File: src/hw/rtl/tqsa_pkg.sv
`default_nettype none
package tqsa_pkg;

  // Store geometry
  localparam int DEPTH = 16;
  localparam int AW    = (DEPTH > 1) ? $clog2(DEPTH) : 1;
  localparam int PW    = AW + 1;

  // Operation codes
  localparam logic [1:0] OP_ENQ_A = 2'd0;
  localparam logic [1:0] OP_ENQ_B = 2'd1;
  localparam logic [1:0] OP_DEQ_A = 2'd2;
  localparam logic [1:0] OP_DEQ_B = 2'd3;

  // Result status codes
  localparam logic [1:0] ST_OK        = 2'd0;
  localparam logic [1:0] ST_OVERFLOW  = 2'd1;
  localparam logic [1:0] ST_UNDERFLOW = 2'd2;

  typedef struct packed {
    logic load;     // latch the input beat
    logic exec;     // update pointers, write or read the store
    logic capture;  // move read data into the result register
  } tqsa_cmd_t;

  typedef struct packed {
    logic need_read;  // latched operation is a dequeue on a non-empty queue
  } tqsa_stat_t;

endpackage
`default_nettype wire

File: src/hw/rtl/two_queues_shared_array.sv
// Two queues in one shared store.
// Queue A grows upward from slot 0, queue B downward from the top slot.
// Input channel (in_valid/in_ready): one beat carries operation
//   (enqueue A, enqueue B, dequeue A, dequeue B) and push_value.
// Output channel (out_valid/out_ready): one result beat per input beat,
//   carrying status (ok, overflow, underflow) and popped_value
//   (the dequeued word, zero otherwise).
// Sequence: after the input beat the controller passes through EXEC (pointer
//   update, store write, registered read of the store), then READ for
//   successful dequeues only (read data into the result register), then
//   DONE, where out_valid is high until the result beat is taken.
// The block works on one item at a time; while the receiver keeps out_ready
//   high, the next input beat is taken in the same cycle the result is taken.
// A stalled receiver holds the result and blocks new input beats.
// Reset (rst, synchronous) empties both queues and the controller; the store
//   contents are not cleared, since no slot is read before it is written.
`default_nettype none
module two_queues_shared_array (
  input  wire                clk,
  input  wire                rst,
  input  wire                in_valid,
  output logic               in_ready,
  input  wire [1:0]          operation,
  input  wire signed [31:0]  push_value,
  output logic               out_valid,
  input  wire                out_ready,
  output logic [1:0]         status,
  output logic signed [31:0] popped_value
);
  import tqsa_pkg::*;

  tqsa_cmd_t  cmd;
  tqsa_stat_t stat;

  // Sequence each beat: latch, execute, optional read capture, hold result
  tqsa_ctrl u_ctrl (
    .clk       (clk),
    .rst       (rst),
    .in_valid  (in_valid),
    .in_ready  (in_ready),
    .out_valid (out_valid),
    .out_ready (out_ready),
    .stat      (stat),
    .cmd       (cmd)
  );

  // Pointers, shared store and result register
  tqsa_dp u_dp (
    .clk          (clk),
    .rst          (rst),
    .cmd          (cmd),
    .stat         (stat),
    .operation    (operation),
    .push_value   (push_value),
    .status       (status),
    .popped_value (popped_value)
  );

endmodule
`default_nettype wire

File: src/hw/rtl/tqsa_ctrl.sv
`default_nettype none
module tqsa_ctrl (
  input  wire                  clk,
  input  wire                  rst,
  input  wire                  in_valid,
  output logic                 in_ready,
  output logic                 out_valid,
  input  wire                  out_ready,
  input  tqsa_pkg::tqsa_stat_t stat,
  output tqsa_pkg::tqsa_cmd_t  cmd
);
  import tqsa_pkg::*;

  localparam logic [1:0] S_IDLE = 2'd0;
  localparam logic [1:0] S_EXEC = 2'd1;
  localparam logic [1:0] S_READ = 2'd2;
  localparam logic [1:0] S_DONE = 2'd3;

  logic [1:0] state;
  logic [1:0] state_next;

  always_comb begin
    state_next  = state;
    in_ready    = 1'b0;
    out_valid   = 1'b0;
    cmd         = '0;
    case (state)
      S_IDLE: begin
        in_ready = 1'b1;
        if (in_valid) begin
          cmd.load   = 1'b1;
          state_next = S_EXEC;
        end
      end
      S_EXEC: begin
        cmd.exec   = 1'b1;
        state_next = stat.need_read ? S_READ : S_DONE;
      end
      S_READ: begin
        cmd.capture = 1'b1;
        state_next  = S_DONE;
      end
      S_DONE: begin
        out_valid = 1'b1;
        in_ready  = out_ready;
        if (out_ready) begin
          if (in_valid) begin
            cmd.load   = 1'b1;
            state_next = S_EXEC;
          end else begin
            state_next = S_IDLE;
          end
        end
      end
      default: state_next = S_IDLE;
    endcase
  end

  always_ff @(posedge clk) begin
    if (rst) begin
      state <= S_IDLE;
    end else begin
      state <= state_next;
    end
  end

endmodule
`default_nettype wire

File: src/hw/rtl/tqsa_dp.sv
`default_nettype none
module tqsa_dp (
  input  wire                  clk,
  input  wire                  rst,
  input  tqsa_pkg::tqsa_cmd_t  cmd,
  output tqsa_pkg::tqsa_stat_t stat,
  input  wire [1:0]            operation,
  input  wire signed [31:0]    push_value,
  output logic [1:0]           status,
  output logic signed [31:0]   popped_value
);
  import tqsa_pkg::*;

  localparam logic [AW-1:0] TOP = AW'(DEPTH - 1);

  logic signed [31:0] store [DEPTH];
  logic signed [31:0] rd_data;

  logic [1:0]         op;
  logic signed [31:0] val;

  logic [AW-1:0] a_head;
  logic [AW-1:0] a_tail;
  logic          a_empty;
  logic [AW-1:0] b_head;
  logic [AW-1:0] b_tail;
  logic          b_empty;

  logic [PW-1:0] a_next;
  logic [PW-1:0] b_last;
  logic          full;
  logic [AW-1:0] b_wr_idx;
  logic [AW-1:0] rd_idx;

  always_comb begin
    a_next   = a_empty ? '0 : {1'b0, a_tail} + PW'(1);
    b_last   = b_empty ? PW'(DEPTH) : {1'b0, b_tail};
    full     = (a_next >= b_last);
    b_wr_idx = b_empty ? TOP : b_tail - AW'(1);
    rd_idx   = (op == OP_DEQ_A) ? a_head : b_head;
    stat.need_read = ((op == OP_DEQ_A) && !a_empty) || ((op == OP_DEQ_B) && !b_empty);
  end

  // Input latch and store port
  always_ff @(posedge clk) begin
    if (cmd.load) begin
      op  <= operation;
      val <= push_value;
    end
    if (cmd.exec) begin
      rd_data <= store[rd_idx];
      if (!full && op == OP_ENQ_A) begin
        store[a_next[AW-1:0]] <= val;
      end
      if (!full && op == OP_ENQ_B) begin
        store[b_wr_idx] <= val;
      end
    end
  end

  // Result register
  always_ff @(posedge clk) begin
    if (cmd.exec) begin
      popped_value <= '0;
      case (op)
        OP_ENQ_A, OP_ENQ_B: status <= full ? ST_OVERFLOW : ST_OK;
        OP_DEQ_A:           status <= a_empty ? ST_UNDERFLOW : ST_OK;
        OP_DEQ_B:           status <= b_empty ? ST_UNDERFLOW : ST_OK;
        default:            status <= ST_OK;
      endcase
    end
    if (cmd.capture) begin
      popped_value <= rd_data;
    end
  end

  // Queue pointers
  always_ff @(posedge clk) begin
    if (rst) begin
      a_head  <= '0;
      a_tail  <= '0;
      a_empty <= 1'b1;
      b_head  <= TOP;
      b_tail  <= TOP;
      b_empty <= 1'b1;
    end else if (cmd.exec) begin
      case (op)
        OP_ENQ_A: begin
          if (!full) begin
            if (a_empty) begin
              a_head <= '0;
            end
            a_empty <= 1'b0;
            a_tail  <= a_next[AW-1:0];
          end
        end
        OP_ENQ_B: begin
          if (!full) begin
            if (b_empty) begin
              b_head <= TOP;
            end
            b_empty <= 1'b0;
            b_tail  <= b_wr_idx;
          end
        end
        OP_DEQ_A: begin
          if (!a_empty) begin
            if (a_head >= a_tail) begin
              a_head  <= '0;
              a_tail  <= '0;
              a_empty <= 1'b1;
            end else begin
              a_head <= a_head + AW'(1);
            end
          end
        end
        OP_DEQ_B: begin
          if (!b_empty) begin
            if (b_head <= b_tail) begin
              b_head  <= TOP;
              b_tail  <= TOP;
              b_empty <= 1'b1;
            end else begin
              b_head <= b_head - AW'(1);
            end
          end
        end
        default: ;
      endcase
    end
  end

endmodule
`default_nettype wire

File: config.mk
export PLATFORM = sky130hd
export DESIGN_NAME = two_queues_shared_array
export DESIGN_NICKNAME = d
export VERILOG_FILES = /design/src/hw/rtl/tqsa_pkg.sv /design/src/hw/rtl/two_queues_shared_array.sv /design/src/hw/rtl/tqsa_ctrl.sv /design/src/hw/rtl/tqsa_dp.sv
export SDC_FILE = /design/constraint.sdc
export NUM_CORES = 1
export LEC_CHECK = 0
export BUFFER_PORTS_ARGS = -buffer_cell sky130_fd_sc_hd__buf_2
export CAP_MARGIN = 20
export CORE_MARGIN = 2
export CORE_UTILIZATION = 60
export CTS_BUF_LIST = sky130_fd_sc_hd__clkbuf_4
export DETAILED_ROUTE_END_ITERATION = 12
export PLACE_DENSITY = 0.77
export SETUP_SLACK_MARGIN = 0.15
export SLEW_MARGIN = 20
export SYNTH_ARGS = -nofsm -noshare
export SYNTH_HDL_FRONTEND = slang
export SYNTH_HIERARCHICAL = 1
export SYNTH_SLANG_ARGS = --single-unit
File: constraint.sdc
create_clock -name clk -period 8.3 [get_ports clk]
set_input_delay 0.415 -clock clk [delete_from_list [all_inputs] [get_ports clk]]
set_output_delay 0.415 -clock clk [all_outputs]
set_load 0.02 [all_outputs]
==> results of run 1 <==
where the power goes:
part / switching, mW / total, mW / internal [mW] / leakage, nW
clock network: 1.21 / 2.52 / 1.31 / 1.16
registers: 0.225 / 4.25 / 4.03 / 5.73
logic: 0.925 / 1.37 / 0.445 / 2.78
total: 2.36 / 8.14 / 5.78 / 9.67
sequential cells by signal (all words and copies together) (netlist names):
name and count:
u_dp/store 512, u_dp/rd_data 32, u_dp/status 2, u_dp/a_tail 4
u_dp/a_head 4, u_dp/popped_value 32, u_dp/b_empty 1, u_dp/a_empty 1
u_dp/b_tail 4, u_dp/val 32, u_dp/b_head 4, u_dp/op 2
u_ctrl/state 2
through the flow:
step,utilization (%),std cells
finish,68.93,2406
global route,68.93,2406
CTS,68.85,2403
detailed placement,63.13,2091
global placement,63.13,2091
floorplan,-,1534
worst min-delay path: stages:
cell	delay, ns
buf_2	0.10
and2b_4	0.19
o21ai_0	0.16
a21oi_1	0.07
layout make-up:
type	instances	area, um2	share of cell area, %
Tap cell	532	665.6	2.370
Sequential cell	632	18780	66.87
Timing Repair Buffer	140	987.2	3.516
Antenna cell	1	2.502	0.008911
Inverter	20	75.07	0.2673
Multi-Input combinational cell	805	5605	19.96
Clock buffer	223	1674	5.962
Clock inverter	53	292.8	1.043
layer usage:
metal	wire length [um]	GRT usage [%]	up-vias
met5	0	0	-
met4	1739	12.74	0
met3	4034	5.275	117
met2	26520	41.90	696
met1	20660	33.55	7143
li1	-	-	6435
path summary, 6_finish.rpt:
| kind | endpoint | cells after the start |
|---|---|---|
| min | u_ctrl/state[1] | 4 |
| max reg2reg | u_dp/store[5][7] | 8 |
| min reg2reg | u_dp/popped_value[23] | 1 |
| max | u_dp/store[5][7] | 8 |
cell families after synthesis:
kind of cell / count (synthesis) / share of synthesized area [%]
flops: 632 / 76.03
simple gates: 568 / 10.93
compound gates: 138 / 3.582
buf+inv: 97 / 1.910
mux: 73 / 6.297
fa+ha+maj: 22 / 1.114
xor+xnor: 4 / 0.1418
repair_timing:
item,CTS,global route
gates resized for setup,0,0
endpoints found under the hold margin,39,0
hold buffers,36,0
cell usage in the layout, fill, tap and decap left out, drive strengths merged, types with 6 or more instances in the layout:
| cell type | count |
|---|---|
| dfxtp | 20 |
| nand2 | 278 |
| nand3 | 134 |
| o21ai | 57 |
| nor3 | 11 |
| nor2b | 8 |
| nor2 | 28 |
| inv | 26 |
| clkbuf | 223 |
| buf | 104 |
| nand4 | 34 |
| ha | 22 |
| and2 | 36 |
| a22oi | 32 |
| mux2i | 6 |
| a31oi | 6 |
| nor4 | 7 |
| a21oi | 16 |
| nor3b | 7 |
| dlygate4sd3 | 36 |
| clkinv | 42 |
| edfxtp | 612 |
| mux4 | 64 |
==> results by group, run 1 <==
Run status
  – Outcome: complete, no violations

Logic synthesis
  – Synth warn: 6
  – Post-synth top flop: edfxtp_1
  – Async set-or-reset flop fraction in the synthesized netlist: 0%
  – Synth top area cells: edfxtp_1 74%, mux4_2 5.8%, nand2_1 4.2%, nand3_1 2.7%, dfxtp_1 1.6%
  – Post-Syn Area: 24700 um2
  – Synth area leader: edfxtp_1
  – Gate Count Post-Synth: 1534
  – Synth unique cells: 65
  – Syn Area/Cell: 16.10 um2
  – EDFF count, synth: 612
  – Most numerous cell in the Yosys netlist: edfxtp_1
  – Register area share after synthesis: 76.03%
  – Synth top area share: 74.41%
  – Mapped Nets: 1594
  – Most instantiated cells after synthesis: 612 x edfxtp_1, 278 x nand2_1, 133 x nand3_1, 64 x mux4_2, 36 x and2_1
  – #FFs+latches synth: 632

Die
  – Die Ht: 206.9 um
  – Row Count: 74
  – # IOs: 74
  – Core ar.: 40740 um2
  – Area of the die: 42800 um2
  – Initial Util: 60.63%
  – Die width: 206.9 um

Timing
  – TNS Setup: 0 ns
  – RSZ-0062 raised after global routing: false
  – Final setup fails: 0
  – Worst slew pin tran: 1.081 ns
  – WHS: 0.1880 ns
  – Skew final: 0.04609 ns
  – Final period utilization: 48.82%
  – Final slew viol count: 0
  – Endpoints failing hold: 0
  – Tmin final: 4.052 ns
  – Max Fclk: 246.8 MHz
  – Slew headroom: 27.94%
  – Worst setup margin: 4.248 ns

Critical path
  – CP Buf/Inv Count: 0
  – Setup crit end kind: flop
  – CP Class: reg -> reg
  – Crit. Startpoint: u_dp/a_tail[0]
  – CP max stage delay: 1.09 ns
  – Internal reg-to-reg setup slack: 4.25 ns
  – CP top delay family: simple AND/OR/NAND/NOR gates
  – Crit path arrival time: 4.47 ns
  – Critical-path top delay cell: and4bb_2
  – Crit start category: flop
  – Cell Chain, Critical Path: ha_1 > nor2b_1 > ha_1 > nand2_1 > o21ai_0 > o21ai_2 > o211ai_2 > and4bb_2
  – Max FO, Critical Path: 32
  – RR Startpoint: u_dp/a_tail[0]
  – Worst path most repeated cell: ha_1
  – Critical Path RT: 8.72 ns

Pwr
  – Final Power: 8.137 mW
  – Peak VDD IR: 0.0001507 V
  – Pwr/cell area: 289.8 nW/um2
  – Lkg Pwr: 9.667 nW

Clock network
  – Root Driver: clkbuf_4
  – CTS Buffer Depth: 3
  – CTS Buf Count: 155
  – Post-CTS Setup Inserts: 0
  – Clock Sinks: 632
  – CTS tree: yes
  – CTS H-tree lvls: 4
  – CTS clk-pin slew, worst paths: 0.06 ns
  – Clk_lat worst skew: 0.85 ns

Place
  – Placer Congestion: 0.8859
  – Dpl ws: 3.727 ns
  – PortBufs: 73
  – HPWL after DPL: 26670 um
  – Area after DPL: 25720 um2

Detailed routing
  – Vias per cell: 5.981
  – ANT nets after route: 0
  – DR iter-0 viols: 1431
  – Wire length per cell: 22.01 um
  – WL final: 52950 um
  – DRC viols: 0
  – Vias: 14391
  – TritonRoute pass-1 iters: 5

Flow run
  – Max cap viols: 0

Global route
  – Initial antenna violation count: 1
  – Total GRT Usage: 25.76%
  – First-pass GRT wire length: 81120 um
  – Congestion Overflow GR: 0
  – Pin count of the biggest net entering global routing: 117
  – Vias in the first global route: 14658

Worst hold path
  – Min-delay src: out_ready
  – Hold Crit Class: in -> reg

Finish
  – Area Overhead vs Synth: 13.69%
  – Post-route cell area: 28080 um2
  – Nets: 1814
  – Share of layout cells above drive strength 1: 24.03%
  – Fillers: 2744
Power figures use the tool's default switching activity.
==> run 2: changes to the inputs <==
==> constraint.sdc (replaced) <==
create_clock -name clk -period 3.85 [get_ports clk]
set_input_delay 0.1925 -clock clk [delete_from_list [all_inputs] [get_ports clk]]
set_output_delay 0.1925 -clock clk [all_outputs]
set_load 0.02 [all_outputs]
==> run 2 against run 1 <==
Sequential power up 120%. Utilization up 1.5 points. Clock power up 110%. Worst hold slack worse by 0.10 ns. Sequential share of layout area down 1.5 points.
==> results by group, run 2 (synthesis gave the netlist of run 1 again) <==
Worst hold path
  – Hold Crit Class: in -> reg
  – Min-delay src: push_value[23]

Global route
  – Congestion Overflow GR: 0 (unchanged)
  – First-pass GRT wire length: 80240 um (-1.1%)
  – Pin count of the biggest net entering global routing: 66 (-44%)
  – Total GRT Usage: 25.33% (-0.43 points)
  – Vias in the first global route: 14541 (-0.80%)
  – Initial antenna violation count: 1 (unchanged)

Clock network
  – Post-CTS Setup Inserts: 0 (unchanged)
  – Clk_lat worst skew: 0.85 ns (about the same)
  – CTS Buf Count: 154 (-0.65%)
  – Root Driver: clkbuf_4
  – CTS Buffer Depth: 3 (unchanged)
  – Clock Sinks: 632 (unchanged)
  – CTS H-tree lvls: 4 (unchanged)
  – CTS clk-pin slew, worst paths: 0.07 ns (about the same)
  – CTS tree: yes

Pwr
  – Net Sw Frac: 29.24% (+0.25 points)
  – Psw: 5.158 mW (+120%)
  – Register share of total power: 51.9% (-0.3 points)
  – Part of the power in the clock network: 29.4% (-1.5 points)
  – Combinational power share: 18.7% (+1.9 points)
  – Pwr/cell area: 614.3 nW/um2 (+110%)
  – Cell internal pwr: 12.48 mW (+120%)
  – Peak VDD IR: 0.0003686 V (+140%)
  – Lkg Pwr: 9.926 nW (+2.7%)

Timing
  – Max Fclk: 286.5 MHz (+16%)
  – Worst slew pin tran: 0.8076 ns (-0.2733 ns)
  – Final period utilization: 90.67% (+42 points)
  – Tmin final: 3.491 ns (-0.5609 ns)
  – Skew final: 0.04960 ns (+0.003513 ns)
  – Final setup fails: 0 (unchanged)
  – TNS Setup: 0 ns (unchanged)
  – Final slew viol count: 0 (unchanged)
  – Slew headroom: 45.80% (+18 points)
  – RSZ-0062 raised after global routing: false
  – Endpoints failing hold: 0 (unchanged)

Critical path
  – Internal reg-to-reg setup slack: 0.36 ns (-3.89 ns)
  – Crit start category: flop
  – Setup crit end kind: flop
  – RR Startpoint: u_dp/a_tail[0]
  – CP Class: reg -> reg
  – Crit path arrival time: 4.00 ns (-0.47 ns)
  – Max FO, Critical Path: 32 (unchanged)
  – Critical Path RT: 4.35 ns (-4.37 ns)
  – Crit. Startpoint: u_dp/a_tail[0]

Finish
  – Register area: 18780 um2 (unchanged)
  – Nets: 1859 (+2.5%)
  – Multi-input logic area: 5724 um2 (+2.1%)
  – Max reg flops: 512 (unchanged)
  – Area Overhead vs Synth: 16.24%
  – Util after Layout: 70.47% (+1.5 points)
  – Share of layout cells above drive strength 1: 24.59% (+0.57 points)
  – Largest reg by FF count: u_dp/store
  – Most frequent cells in the layout: 612 x edfxtp_1, 277 x nand2_1, 217 x clkbuf_4
  – Commonest non-fill, non-tap cell in the layout: edfxtp_1
  – Fillers: 2623 (-4.4%)
  – Post-route cell area: 28710 um2 (+2.2%)

Die
  – Initial Util: 60.63% (unchanged)
  – Row Count: 74 (unchanged)
  – # IOs: 74 (unchanged)
  – Die width: 206.9 um (unchanged)
  – Core ar.: 40740 um2 (unchanged)
  – Area of the die: 42800 um2 (unchanged)
  – Die Ht: 206.9 um (unchanged)

Run status
  – Outcome: complete, no violations

Flow run
  – Max cap viols: 0 (unchanged)

Detailed routing
  – DR iter-0 viols: 1885 (+32%)
  – Vias: 14395 (+0.028%)
  – ANT nets after route: 0 (unchanged)
  – TritonRoute pass-1 iters: 8 (+3)
  – DRC viols: 0 (unchanged)
  – Wire length per cell: 21.62 um (-1.8%)
  – WL final: 52670 um (-0.53%)
  – Vias per cell: 5.909 (-1.2%)

Place
  – Area after DPL: 26260 um2 (+2.1%)
  – Placer Congestion: 0.8659 (-2.3%)
  – HPWL after DPL: 30100 um (+13%)
  – PortBufs: 73 (unchanged)
-- run 2: cell types whose count changed in the layout (fill, tap and decap cells not counted), moves of 4 or more --
cell,previous run,this run
nor3_4,0,4
buf_12,2,20
nor3b_4,0,5
buf_4,28,34
nor4_2,4,0
nor3b_2,5,0
dlygate4sd3_1,36,59
clkinv_1,35,27
nor3_2,6,2
nor4_4,0,4
clkbuf_4,223,217
-- run 2: routing by layer --
metal  part of all wire (%)  GRT usage, %  vias up  routed length (um)
met5                      0             0        -                   0
met4                    1.5         8.992        0                 797
met3                    6.8         5.416       73                3590
met2                     51         41.74      588               26780
met1                     41         33.86     7201               21500
li1                       -             -     6533                   -
-- run 2: worst paths after layout --
check / end / cells after the start
hold reg to reg: u_dp/popped_value[15] / 1
hold / removal: u_dp/val[23] / 2
setup / recovery: u_dp/store[9][13] / 11
setup reg to reg: u_dp/store[9][13] / 11
-- run 2: area by class of cell --
class                           instances  area share [%]
Multi-Input combinational cell        805           19.94
Sequential cell                       632           65.41
Inverter                               20          0.2615
Tap cell                              532           2.318
Antenna cell                            1        0.008716
Clock inverter                         43          0.7801
Timing Repair Buffer                  186           5.613
Clock buffer                          217           5.674
-- run 2: power by group through the flow --
stage	Sequential (mW)	Combinational [mW]	Clock, mW
after detailed placement	9.29	3.23	0
after global placement	9.25	3.17	0
final	9.15	3.30	5.18
after floorplan	9.33	1.91	0
after CTS	9.15	3.32	5.31
after global routing	9.23	3.55	5.67
-- run 2: per-stage QoR --
step	std cells	power [mW]	setup WS (ns)	hold WS, ns
floorplan	1534	11.24	0.1164	0.2616
global route	2436	18.46	0.1620	0.01728
CTS	2435	17.79	0.3803	0.0004646
detailed placement	2116	12.52	0.1393	0.3706
global placement	2116	12.41	0.2451	0.3684
finish	2436	17.64	0.3591	0.08461
-- run 2: what timing repair did --
action / in CTS / in global routing
hold endpoints to repair: 54 / 0
gates resized for setup: 1 / 0
endpoints found under the setup margin: 22 / 0
hold buffers: 59 / 0
-- run 2: critical path, stage by stage (launching register included) --
cell and delay, ns:
dfxtp_1 0.36, ha_1 0.23, xnor2_1 0.13, nor2_1 0.23, ha_1 0.30, a21oi_1 0.20, o211ai_1 0.16, and3_4 0.25
nor4b_2 0.32, nand3_1 0.40, nor3b_4 0.32, buf_12 0.27
==> run 3: changes to the inputs <==
--- a/config.mk
+++ b/config.mk
@@ -16,5 +16,4 @@
 export SLEW_MARGIN = 20
 export SYNTH_ARGS = -nofsm -noshare
 export SYNTH_HDL_FRONTEND = slang
-export SYNTH_HIERARCHICAL = 1
 export SYNTH_SLANG_ARGS = --single-unit
==> run 3 against run 2 <==
Synthesized cell count shrank 1.3%. Non-clock buffer count shrank 14. Via count grew 2.5%. Worst setup slack gained 0.22 ns. Cell count shrank 1.6%. Combinational power shrank 2%. Maximum frequency grew 6.7%. Largest power group unchanged.
==> results by group, run 3 <==
Clock network
  – Post-cts gate resize count: 0 (-1)
  – CTS H-tree lvls: 4 (unchanged)
  – CTS Buf Count: 155 (+0.65%)
  – Clock Sinks: 632 (unchanged)
  – CTS Buffer Depth: 3 (unchanged)
  – Hold buffer count at CTS: 39 (-34%)
  – Post-CTS Setup Inserts: 0 (unchanged)
  – CTS clk-pin slew, worst paths: 0.06 ns (about the same)
  – Clk_lat worst skew: 0.87 ns (+0.02 ns)
  – Root Driver: clkbuf_4
  – CTS tree: yes

Detailed routing
  – ANT nets after route: 0 (unchanged)
  – TritonRoute pass-1 iters: 6 (-2)
  – WL final: 57020 um (+8.3%)
  – Wire length per cell: 23.80 um (+10%)
  – DRC viols: 0 (unchanged)
  – Vias per cell: 6.156 (+4.2%)
  – DR iter-0 viols: 1552 (-18%)
  – Vias: 14750 (+2.5%)

Timing
  – Final setup fails: 0 (unchanged)
  – Skew final: 0.05685 ns (+0.007243 ns)
  – Slew headroom: 28.73% (-17 points)
  – Tmin final: 3.270 ns (-0.2206 ns)
  – RSZ-0062 raised after global routing: false
  – Final slew viol count: 0 (unchanged)
  – Max Fclk: 305.8 MHz (+6.7%)
  – TNS Setup: 0 ns (unchanged)
  – Endpoints failing hold: 0 (unchanged)
  – Worst slew pin tran: 1.042 ns (+0.2346 ns)
  – Final period utilization: 84.94% (-5.7 points)

Logic synthesis
  – Syn Area/Cell: 16.48 um2 (+2.3%)
  – Most numerous cell in the Yosys netlist: edfxtp_1
  – Synth area leader: edfxtp_1
  – Synth unique cells: 63 (-3.1%)
  – #FFs+latches synth: 632 (unchanged)
  – EDFF count, synth: 612 (unchanged)
  – Post-synth top flop: edfxtp_1
  – Gate Count Post-Synth: 1514 (-1.3%)
  – Synth top area cells: edfxtp_1 74%, mux2i_1 8.1%, a211oi_1 2.0%, o22ai_1 1.7%, dfxtp_1 1.6%
  – Async set-or-reset flop fraction in the synthesized netlist: 0% (unchanged)
  – Most instantiated cells after synthesis: 612 x edfxtp_1, 203 x mux2i_1, 77 x nand2_1, 68 x a211oi_1, 66 x o22ai_1
  – Register area share after synthesis: 75.27% (-0.76 points)
  – Mapped Nets: 1573 (-1.3%)
  – Synth warn: 0 (-6)
  – Synth top area share: 73.66% (-0.74 points)
  – Post-Syn Area: 24950 um2 (+1.0%)

Critical path
  – Max FO, Critical Path: 17 (-47%)
  – Crit start category: flop
  – Crit path arrival time: 3.75 ns (-0.25 ns)
  – Setup crit end kind: flop
  – Critical Path RT: 4.33 ns (-0.02 ns)
  – CP Class: reg -> reg

Place
  – Cells after DPL: 2091 (-1.2%)
  – HPWL after DPL: 32180 um (+6.9%)
  – PortBufs: 73 (unchanged)
  – Placer Congestion: 0.8768 (+1.3%)

Global route
  – First-pass GRT wire length: 86590 um (+7.9%)
  – Initial antenna violation count: 2 (+1)
  – Met2 track demand over resource: 42.50% (+0.76 points)
  – Grt peak-use layer: met2
  – Grt met1 use: 36.28% (+2.4 points)
  – Vias in the first global route: 15052 (+3.5%)
  – Total GRT Usage: 26.44% (+1.1 points)
  – Congestion Overflow GR: 0 (unchanged)
  – GR met3 Demand/Resource: 4.981% (-0.43 points)
  – Pin count of the biggest net entering global routing: 51 (-23%)

Finish
  – Commonest non-fill, non-tap cell in the layout: edfxtp_1
  – Most frequent cells in the layout: 612 x edfxtp_1, 214 x clkbuf_4, 202 x mux2i_1
  – Final Instance Count excl. Fillers: 2396 (-1.6%)
  – Largest reg by FF count: u_dp.store
  – Area Overhead vs Synth: 15.06%
  – Util after Layout: 70.14% (-0.33 points)
  – Fillers: 2692 (+2.6%)
  – Nets: 1814 (-2.4%)
  – Max reg flops: 512 (unchanged)
  – Share of layout cells above drive strength 1: 21.52% (-3.1 points)

Pwr
  – Cell internal pwr: 12.57 mW (+0.75%)
  – Lkg Pwr: 9.990 nW (+0.64%)
  – Peak VDD IR: 0.0003458 V (-6.2%)
  – Part of the power in the clock network: 30.2% (+0.8 points)
  – Net Sw Frac: 29.52% (+0.28 points)
  – Final Power: 17.84 mW (+1.1%)
  – Pwr/cell area: 621.5 nW/um2 (+1.2%)
  – Register share of total power: 51.7% (-0.2 points)
  – Psw: 5.266 mW (+2.1%)
  – Combinational power share: 18.0% (-0.7 points)

Worst hold path
  – Hold Crit Class: in -> reg

Die
  – Die width: 207.9 um (+0.49%)
  – Core ar.: 40920 um2 (+0.45%)
  – Row Count: 74 (unchanged)
  – # IOs: 74 (unchanged)
  – Die Ht: 207.9 um (+0.49%)
  – Area of the die: 43230 um2 (+0.99%)
  – Initial Util: 60.96% (+0.33 points)

Flow run
  – Max cap viols: 0 (unchanged)

Run status
  – Outcome: complete, no violations
## run 3: changes by cell type in the layout (fill, tap and decap cells not counted), sizes merged, moves of 30 or more
cell | before | now
a211o | 1 | 32
a211oi | 1 | 68
a221oi | 0 | 33
a22oi | 32 | 1
a31oi | 6 | 36
mux2i | 6 | 203
mux4 | 64 | 0
nand2 | 278 | 78
nand3 | 134 | 10
nand4 | 34 | 3
o21ai | 57 | 14
o22ai | 0 | 66
## run 3: through the flow
step                setup WS (ns)  hold WS, ns  area [um2]
finish                     0.5797      0.05334       28710
global route               0.3490      0.01920       28710
CTS                        0.5835     0.001605       28700
detailed placement         0.6392       0.3706       26400
global placement           0.6720       0.3685       26400
floorplan                 0.01466       0.2914       24950
## run 3: layer usage
| metal | wire length [um] | vias up |
|---|---|---|
| met1 | 23140 | 7325 |
| li1 | - | 6566 |
| met4 | 1322 | 0 |
| met5 | 0 | - |
| met3 | 4771 | 106 |
| met2 | 27780 | 753 |
## run 3: power groups by stage
stage	Sequential (mW)	Clock (mW)	Combinational, mW
2_1_floorplan	9.38	0	1.80
3_3_place_gp	9.32	0	3.11
3_5_place_dp	9.36	0	3.17
4_1_cts	9.22	5.48	3.24
5_1_grt	9.31	5.84	3.43
6_report	9.23	5.40	3.22
## run 3: area by class of cell
| cell class | count | area [um2] | share of cell area [%] |
|---|---|---|---|
| Antenna cell | 1 | 2.502 | 0.008718 |
| Inverter | 54 | 202.7 | 0.7061 |
| Timing Repair Buffer | 172 | 1356 | 4.725 |
| Tap cell | 532 | 665.6 | 2.319 |
| Sequential cell | 632 | 18780 | 65.42 |
| Clock inverter | 51 | 310.3 | 1.081 |
| Clock buffer | 214 | 1607 | 5.597 |
| Multi-Input combinational cell | 740 | 5783 | 20.15 |
## run 3: cells by family after synthesis
family | count (synthesis) | share of synthesized area [%]
flip-flops | 632 | 75.27
AO/OA/AOI/OAI | 297 | 8.687
AND/OR/NAND/NOR | 212 | 4.183
multiplexers | 205 | 8.250
buffers and inverters | 142 | 2.367
adder cells (fa/ha/maj) | 23 | 1.138
XOR/XNOR | 3 | 0.1053
## run 3: worst paths after layout
| check | slack [ns] | endpoint | start | cells past startpoint |
|---|---|---|---|---|
| hold reg to reg | 0.51 | u_dp.popped_value[1] | u_dp.rd_data[1] | 1 |
| setup / recovery | 0.58 | u_dp.store[4][6] | u_dp.a_tail[0] | 10 |
| hold / removal | 0.05 | u_dp.val[4] | push_value[4] | 2 |
| setup reg to reg | 0.58 | u_dp.store[4][6] | u_dp.a_tail[0] | 10 |
## run 3: critical path, stage by stage, from the launching register on
cell     delay, ns
dfxtp_1       0.36
ha_1          0.24
xnor2_1       0.14
nor2_1        0.25
ha_1          0.31
a21oi_1       0.18
o21ai_0       0.15
maj3_2        0.42
a21o_1        0.36
nor2_4        0.15
buf_4         0.34
